## config.mk

```make
export PLATFORM = sky130hd
export DESIGN_NAME = hpp_div_stage
export DESIGN_NICKNAME = d
export VERILOG_FILES = /design/src/hdl/hpp_pkg.sv /design/src/hdl/hpp_div_stage.sv
export SDC_FILE = /design/constraint.sdc
export NUM_CORES = 1
export LEC_CHECK = 0
export CAP_MARGIN = 20
export CORE_MARGIN = 3
export CORE_UTILIZATION = 35
export CTS_BUF_LIST = sky130_fd_sc_hd__clkbuf_4 sky130_fd_sc_hd__clkbuf_8 sky130_fd_sc_hd__clkbuf_16
export DETAILED_ROUTE_END_ITERATION = 16
export DONT_BUFFER_PORTS = 1
export GPL_TIMING_DRIVEN = 0
export PLACE_DENSITY = 0.49
export SLEW_MARGIN = 5
export SYNTH_ARGS = -nofsm -noshare
export SYNTH_HDL_FRONTEND = slang
export SYNTH_SLANG_ARGS = --single-unit
```

## constraint.sdc

```tcl
create_clock -name i_clk -period 4.15 [get_ports i_clk]
set_input_delay 0.2075 -clock i_clk [delete_from_list [all_inputs] [get_ports i_clk]]
set_output_delay 0.2075 -clock i_clk [all_outputs]
set_load 0.005 [all_outputs]
```

## src/hdl/hpp_pkg.sv

```systemverilog
package hpp_pkg;

    localparam int FRAC_BITS = 16;
    localparam int COEF_W = 18;
    localparam int IN_W   = 17;
    localparam int OUT_W  = 32;
    localparam int CFG_W  = 64;
    localparam int IDX_W  = 3;

    typedef enum logic [2:0] {
        ST_OK       = 3'd0,
        ST_RANGE    = 3'd1,
        ST_HORIZON  = 3'd2,
        ST_OVERFLOW = 3'd3,
        ST_LIMITS   = 3'd4
    } t_status;

    typedef enum logic [IDX_W-1:0] {
        REG_ROW_TOP    = 3'd0,
        REG_ROW_MIDDLE = 3'd1,
        REG_ROW_BOTTOM = 3'd2,
        REG_X_LIMITS   = 3'd3,
        REG_Y_LIMITS   = 3'd4,
        REG_LIMITS_EN  = 3'd5,
        REG_MIN_DEN    = 3'd6
    } t_reg_index;

    typedef struct packed {
        logic [IN_W-1:0] u;
        logic [IN_W-1:0] v;
    } t_in_beat;

    typedef struct packed {
        logic [2:0]              status;
        logic signed [OUT_W-1:0] local_x;
        logic signed [OUT_W-1:0] local_y;
    } t_out_beat;

    typedef struct packed {
        logic [53:0] row_top;
        logic [53:0] row_middle;
        logic [53:0] row_bottom;
        logic [63:0] x_limits;
        logic [63:0] y_limits;
        logic        limits_enable;
        logic [16:0] min_denominator;
    } t_cfg;

endpackage

```

## src/hdl/hpp_div_stage.sv

```systemverilog
// One restoring division step per instance; one quotient bit per stage.
module hpp_div_stage import hpp_pkg::*; #(
    parameter int QW = 48,
    parameter int DW = 40
) (
    input  logic          i_clk,
    input  logic          i_en,
    input  logic [QW-1:0] i_rem_q,
    input  logic [DW-1:0] i_rem,
    input  logic [DW-1:0] i_den,
    output logic [QW-1:0] o_rem_q,
    output logic [DW-1:0] o_rem,
    output logic [DW-1:0] o_den
);
    logic [DW:0]   n_trial;
    logic [DW:0]   n_sub;
    logic          n_bit;

    always_comb begin
        n_trial = {i_rem, i_rem_q[QW-1]};
        n_sub   = n_trial - {1'b0, i_den};
        n_bit   = !n_sub[DW];
    end

    always_ff @(posedge i_clk) begin
        if (i_en) begin
            o_rem   <= n_bit ? n_sub[DW-1:0] : n_trial[DW-1:0];
            o_rem_q <= {i_rem_q[QW-2:0], n_bit};
            o_den   <= i_den;
        end
    end
endmodule

```

==> results_dict.tcl, run 1 <==
set metrics [dict create \
    status "finished clean" \
    route.detailed.drc 0 \
    cts_tree "done" \
    slew_headroom_pct 51.74 \
    drtIter0Drc 208 \
    antenna_found_initial 0 \
    start_util_pct 36.25 \
    io_pins 258 \
    syn_area_sq_um 6645 \
    grt_pass1_vias 4552 \
    crit_top_cell "inv_1" \
    yosysTopAreaCell "edfxtp_1" \
    yosys-top-cells-count "edfxtp_1 (128), inv_1 (50), ha_1 (40)" \
    period_share_pct 84.22 \
    layout.nets 819 \
    antennaDiodeCount 0 \
    wl_met3_um 1818 \
    area_delta_synth_final_pct 30.22 \
    hold_slack_ns 0.01854 \
    synth_seq_cells 128 \
    setup_viol 0 \
    dr_wl_met2_um 8673 \
    gp_congestion 0.8016 \
    pre_cts_ws_ns 0.1082 \
    cts.clk_slew.worst_paths_ns 0.06 \
    min_period_ns 3.495 \
    end_kind "flop" \
    synth_edf_count 128 \
    syn_nets 687 \
    die_width_um 143.8 \
    comb_power_share_pct 16.4 \
    yosys.area.top_type_share_pct 57.84 \
    cts_buffer_depth 2 \
    finalHoldViolCount 0 \
    worstMarginPinSlew_ns 0.7215 \
    ant_nets 0 \
    wl_met1_um 6796 \
    switching_share_pct 26.65 \
    intPower_uw 2751 \
    cp_top_family "compound AO/OA/AOI/OAI gates" \
    root_buffer "clkbuf_16" \
    clockPowerShare_pct 38.8 \
    hp-class "input port to flop" \
    critical_path.max_stage_delay_ns 0.61 \
    final_area_sq_um 8653 \
    track_usage_pct 16.35 \
    synthFlopType "edfxtp_1" \
    fmax_mhz 286.1 \
    yosys_warnings 0 \
    cp_cell_sequence "inv_1, ha_1, inv_1, fa_1, a21oi_1, o21ai_0, o41ai_2, o21ai_1, nand4bb_4, a31oi_4, and3_1, nor3_4, buf_6, mux2_2" \
    grt_max_degree 129 \
    syn_inst 516 \
    grt_pass1_wl_um 25320 \
    async_reset_ff_share_pct 0 \
    place.port_buffers 0 \
    leakage_uw 0.003445 \
    via_per_inst 5.093 \
    gr-total-overflow 0 \
    highest_layer "met4" \
    synth_cell_types 51 \
    finalWorstSetupSlack_ns 0.6549 \
    cts-buffers-inserted 17 \
    crit_fanout 10 \
    crit_slowest_cell "nor3_4" \
    cp_num_buf_inv 3 \
    die_y_um 143.8 \
    p_per_area_nw_per_um2 433.4 \
    cap_violations 0 \
    pwr-share-seq_pct 44.8 \
    core_area_sq_um 18330 \
    seq_area_frac_synth_pct 57.84 \
    critPathRequiredTime_ns 4.31 \
    vias 4533 \
    dpl.hpwl_um 12260 \
    cts.sinks 128 \
    vdd.ir_drop.worst_v 0.0001936 \
    min_to "o_rem[9]$_DFFE_PP_" \
    cts_max_level 4 \
    rows 49 \
    syn_area_per_cell_sq_um 12.88 \
    place_area_sq_um 6932 \
    drive_gt1_share_pct 11.80 \
    slew_violations 0 \
    drt_first_pass_iters 5 \
    wl_per_cell_um 19.67 \
    fin_tns_setup_ns 0 \
    synthTopCellsByArea "edfxtp_1 (58%), ha_1 (7.5%), mux2_2 (4.9%), xnor2_1 (3.0%), a21o_1 (2.9%)" \
    dieArea_sq_um 20680 \
    holdPathStages 1 \
    start_kind "input port" \
    totalWireLength_um 17500 \
    worstPathArrival_ns 3.66 \
    num-fill-cells 1631 \
    synth_most_common_cell "edfxtp_1" \
    p_switching_uw 999.7 \
    path_class "input port to flop" \
    min_from "i_rem[8]" \
    grt_setup_unrepaired "false" \
]
==> cell families (layout without fill, tap and decap cells) <==
| group | count (synthesis) | in the layout | share of synthesized area [%] |
|---|---|---|---|
| AO/OA/AOI/OAI | 127 | 127 | 12.71 |
| flip-flops | 128 | 128 | 57.84 |
| XOR/XNOR | 37 | 37 | 4.877 |
| buffers and inverters | 61 | 206 | 3.879 |
| multiplexers | 35 | 35 | 5.912 |
| adder cells (fa/ha/maj) | 41 | 41 | 7.833 |
| AND/OR/NAND/NOR | 87 | 87 | 6.948 |
==> metal layers <==
| metal | global-route usage [%] | vias to the layer above |
|---|---|---|
| met2 | 28.53 | 215 |
| met1 | 17.76 | 2119 |
| li1 | - | 2188 |
| met4 | 5.154 | 0 |
| met3 | 7.454 | 11 |
| met5 | 0 | - |
==> cells in the final DEF (no fill, tap or decap), drive strengths merged, types with 3 or more instances in the layout <==
cell type    Yosys  routed
edfxtp         128     128
dlygate4sd3      0     112
inv             50      58
ha              40      40
a21oi           39      39
mux2            34      34
a21o            26      26
nor2            23      23
xnor2           23      23
o21ai           22      22
clkbuf           5      22
nand2           20      20
xor2            14      14
nand3            9       9
o21bai           8       8
buf              6       7
and3             6       6
nand4            5       5
nand2b           5       5
and2             4       4
nor2b            4       4
o21a             4       4
o31ai            4       4
clkinvlp         0       4
a31oi            4       4
or3              3       3
a221o            3       3
a31o             3       3
a21boi           3       3
==> sequential cells by signal, indices dropped and copies added (netlist names) <==
register,flops
o_rem_q,48
o_den,40
o_rem,40
==> worst max-delay path by stage <==
stage | from | end | slack (ns) | cells after the start
after CTS | i_rem_q[47] | o_rem[10]$_DFFE_PP_ | 0.53 | 14
after global placement | i_rem_q[47] | o_rem[28]$_DFFE_PP_ | 0.12 | 14
final | i_rem_q[47] | o_rem[28]$_DFFE_PP_ | 0.65 | 14
after global routing | i_rem_q[47] | o_rem[28]$_DFFE_PP_ | 0.31 | 14
after detailed placement | i_rem_q[47] | o_rem[28]$_DFFE_PP_ | 0.11 | 14
after floorplan | i_rem_q[47] | o_rem[10]$_DFFE_PP_ | 1.01 | 14
==> area by class of cell <==
type	count	area, sq um	area share (%)
Buffer	11	70.07	0.8097
Sequential cell	128	3844	44.42
Tap cell	229	286.5	3.311
Inverter	50	187.7	2.169
Multi-Input combinational cell	327	2544	29.40
Timing Repair Buffer	113	1149	13.27
Clock inverter	15	147.6	1.706
Clock buffer	17	425.4	4.916
==> what timing repair did <==
action	CTS	global route
endpoints found under the hold margin	237	3
gates resized for setup	0	0
buffers inserted	0	0
hold buffers	110	3
==> power groups by stage <==
stage,logic [uW],registers [uW],clock network [uW]
finish,614,1680,1460
global route,684,1700,1550
CTS,619,1690,1490
detailed placement,501,1710,0
global placement,498,1710,0
floorplan,407,1670,0
==> through the flow <==
step | utilization, % | total power, uW | instances
finish | 47.21 | 3751 | 890
global route | 47.21 | 3936 | 890
CTS | 47.04 | 3790 | 887
detailed placement | 37.81 | 2211 | 745
global placement | 37.81 | 2212 | 745
floorplan | - | 2080 | 516
Note: power is estimated with default switching activity, not from simulation.
==> run 2: changes to the inputs <==
--- a/config.mk
+++ b/config.mk
@@ -12,7 +12,7 @@
 export DETAILED_ROUTE_END_ITERATION = 16
 export DONT_BUFFER_PORTS = 1
 export GPL_TIMING_DRIVEN = 0
-export PLACE_DENSITY = 0.49
+export PLACE_DENSITY = 0.51
 export SLEW_MARGIN = 5
 export SYNTH_ARGS = -nofsm -noshare
 export SYNTH_HDL_FRONTEND = slang
==> constraint.sdc (replaced) <==
create_clock -name i_clk -period 3 [get_ports i_clk]
set_input_delay 0.15 -clock i_clk [delete_from_list [all_inputs] [get_ports i_clk]]
set_output_delay 0.15 -clock i_clk [all_outputs]
set_load 0.005 [all_outputs]
==> results_dict.tcl, run 2 (synthesized netlist as in run 1, its figures left out) <==
set metrics [dict create \
    fin_cells 905 \
    crit_slowest_cell "fa_2" \
    rows 49 \
    grt_setup_unrepaired "false" \
    via_per_inst 5.117 \
    path_class "input port to flop" \
    antennaDiodeCount 0 \
    io_pins 258 \
    fin_tns_setup_ns 0 \
    largest-register "o_rem_q" \
    switching_share_pct 27.30 \
    p_switching_uw 1414 \
    min_to "o_rem[28]$_DFFE_PP_" \
    critical_path.max_stage_delay_ns 0.36 \
    worstPathArrival_ns 2.99 \
    largest_register_ffs 48 \
    vdd.ir_drop.worst_v 0.0002603 \
    leakage_uw 0.003521 \
    fmax_mhz 353.3 \
    final_cell_mix "edfxtp_1 (128), dlygate4sd3_1 (125), inv_1 (50), ha_1 (40), a21oi_1 (37)" \
    end_kind "flop" \
    cts.sinks 128 \
    grt_max_degree 129 \
    root_buffer "clkbuf_16" \
    ant_nets 0 \
    track_usage_pct 16.39 \
    top_regs "o_rem_q: 48 flops, o_den: 40 flops, o_rem: 40 flops" \
    dieArea_sq_um 20680 \
    cts-buffers-inserted 17 \
    dpl.hpwl_um 12130 \
    core_area_sq_um 18330 \
    hold_slack_ns -0.1445 \
    holdPathStages 0 \
    period_share_pct 94.35 \
    die_width_um 143.8 \
    intPower_uw 3766 \
    crit_top_cell "inv_1" \
    hp-class "input port to flop" \
    start_util_pct 36.25 \
    cts.clk_slew.worst_paths_ns 0.07 \
    mostFrequentLayoutCell "edfxtp_1" \
    post-place-cells 745 \
    place_area_sq_um 6947 \
    grt_pass1_wl_um 25800 \
    start_kind "input port" \
    ctsHoldBuffers 125 \
    slew_violations 0 \
    cp_cell_sequence "inv_1, ha_1, inv_1, fa_2, a21oi_2, o21ai_1, o41ai_4, o21ai_2, nand4bb_4, a31oi_4, and3_4, nor3_4, buf_4, buf_6, mux2_2" \
    antenna_found_initial 0 \
    layout.nets 834 \
    comb_power_share_pct 16.7 \
    num-fill-cells 1573 \
    slew_headroom_pct 66.12 \
    p_per_area_nw_per_um2 586.1 \
    clockPowerShare_pct 38.4 \
    pwr-share-seq_pct 44.9 \
    critPathRequiredTime_ns 3.16 \
    cts_buffer_depth 2 \
    gp_congestion 0.8128 \
    crit_fanout 10 \
    setup_viol 0 \
    finalWorstSetupSlack_ns 0.1694 \
    worstMarginPinSlew_ns 0.5058 \
    cap_violations 0 \
    min_period_ns 2.831 \
    drtIter0Drc 208 \
    final_area_sq_um 8840 \
    finalHoldViolCount 128 \
    status "finished, violations left" \
    cts_tree "done" \
    gr-total-overflow 0 \
    vias 4631 \
    wl_per_cell_um 19.56 \
    pre_cts_ws_ns -0.7997 \
    place.port_buffers 0 \
    grt_pass1_vias 4727 \
    violations "hold timing" \
    min_from "i_en" \
    area_delta_synth_final_pct 33.03 \
    cts_max_level 4 \
    drt_first_pass_iters 5 \
    totalWireLength_um 17700 \
    die_y_um 143.8 \
    route.detailed.drc 0 \
    drive_gt1_share_pct 12.87 \
]
## run 2: cell types whose count changed in the layout (fill, tap and decap cells not counted), moves of 2 or more
cell / previous run / this run
buf_4: 1 / 3
clkinvlp_4: 4 / 1
o21ai_0: 18 / 16
dlygate4sd3_1: 112 / 125
## run 2: cell type report
| class | count | area (sq um) | area share (%) |
|---|---|---|---|
| buffer | 11 | 70.07 | 0.7926 |
| inverter | 50 | 187.7 | 2.123 |
| tap | 229 | 286.5 | 3.241 |
| clock buffer | 17 | 425.4 | 4.812 |
| clock inverter | 15 | 141.4 | 1.599 |
| multi-input combinational | 327 | 2599 | 29.40 |
| sequential | 128 | 3844 | 43.48 |
| timing repair buffer | 128 | 1286 | 14.55 |
## run 2: power by group through the flow
| stage | clock, uW | sequential (uW) | combinational, uW |
|---|---|---|---|
| 2_1_floorplan | 0 | 2310 | 567 |
| 5_1_grt | 2130 | 2350 | 952 |
| 3_3_place_gp | 0 | 2370 | 692 |
| 6_report | 1990 | 2330 | 865 |
| 4_1_cts | 2030 | 2330 | 861 |
| 3_5_place_dp | 0 | 2370 | 697 |
## run 2: worst max path at each step
stage | slack, ns | startpoint | cells past startpoint | endpoint
6_report | 0.17 | i_rem_q[47] | 15 | o_rem[36]$_DFFE_PP_
2_1_floorplan | -0.0007 | i_rem_q[47] | 14 | o_rem[10]$_DFFE_PP_
5_1_grt | 0.002 | i_rem_q[47] | 14 | o_rem[28]$_DFFE_PP_
4_1_cts | 0.006 | i_den[2] | 12 | o_rem[35]$_DFFE_PP_
3_5_place_dp | -0.80 | i_rem_q[47] | 14 | o_rem[10]$_DFFE_PP_
3_3_place_gp | -0.79 | i_rem_q[47] | 14 | o_rem[10]$_DFFE_PP_
## run 2: layer usage
metal,global-route usage (%),part of all wire (%)
met1,18.50,39
met5,0,0
met4,6.492,2.1
met2,27.62,49
met3,6.789,9.7
## run 2: worst max-delay path, delay by kind of cell
kind,cells,cell delay [ns]
simple gates,3,0.60
mux,1,0.34
fa+ha+maj,2,0.53
compound gates,5,0.94
buf+inv,4,0.44
## run 2: repair_timing
action                                 in CTS  in global routing
pin swaps                                   2                  1
buffers inserted                            3                  0
resized for setup                           2                  5
setup endpoints to repair                  41                 30
endpoints found under the hold margin     253                128
## run 2: stage by stage
| step | power (uW) | utilization, % | hold WS (ns) |
|---|---|---|---|
| 6_report | 5181 | 48.22 | -0.1445 |
| 5_1_grt | 5430 | 48.22 | -0.1810 |
| 4_1_cts | 5219 | 48.09 | -0.1691 |
| 3_5_place_dp | 3062 | 37.90 | 0.2489 |
| 3_3_place_gp | 3062 | 37.90 | 0.2489 |
| 2_1_floorplan | 2881 | - | 0.2489 |
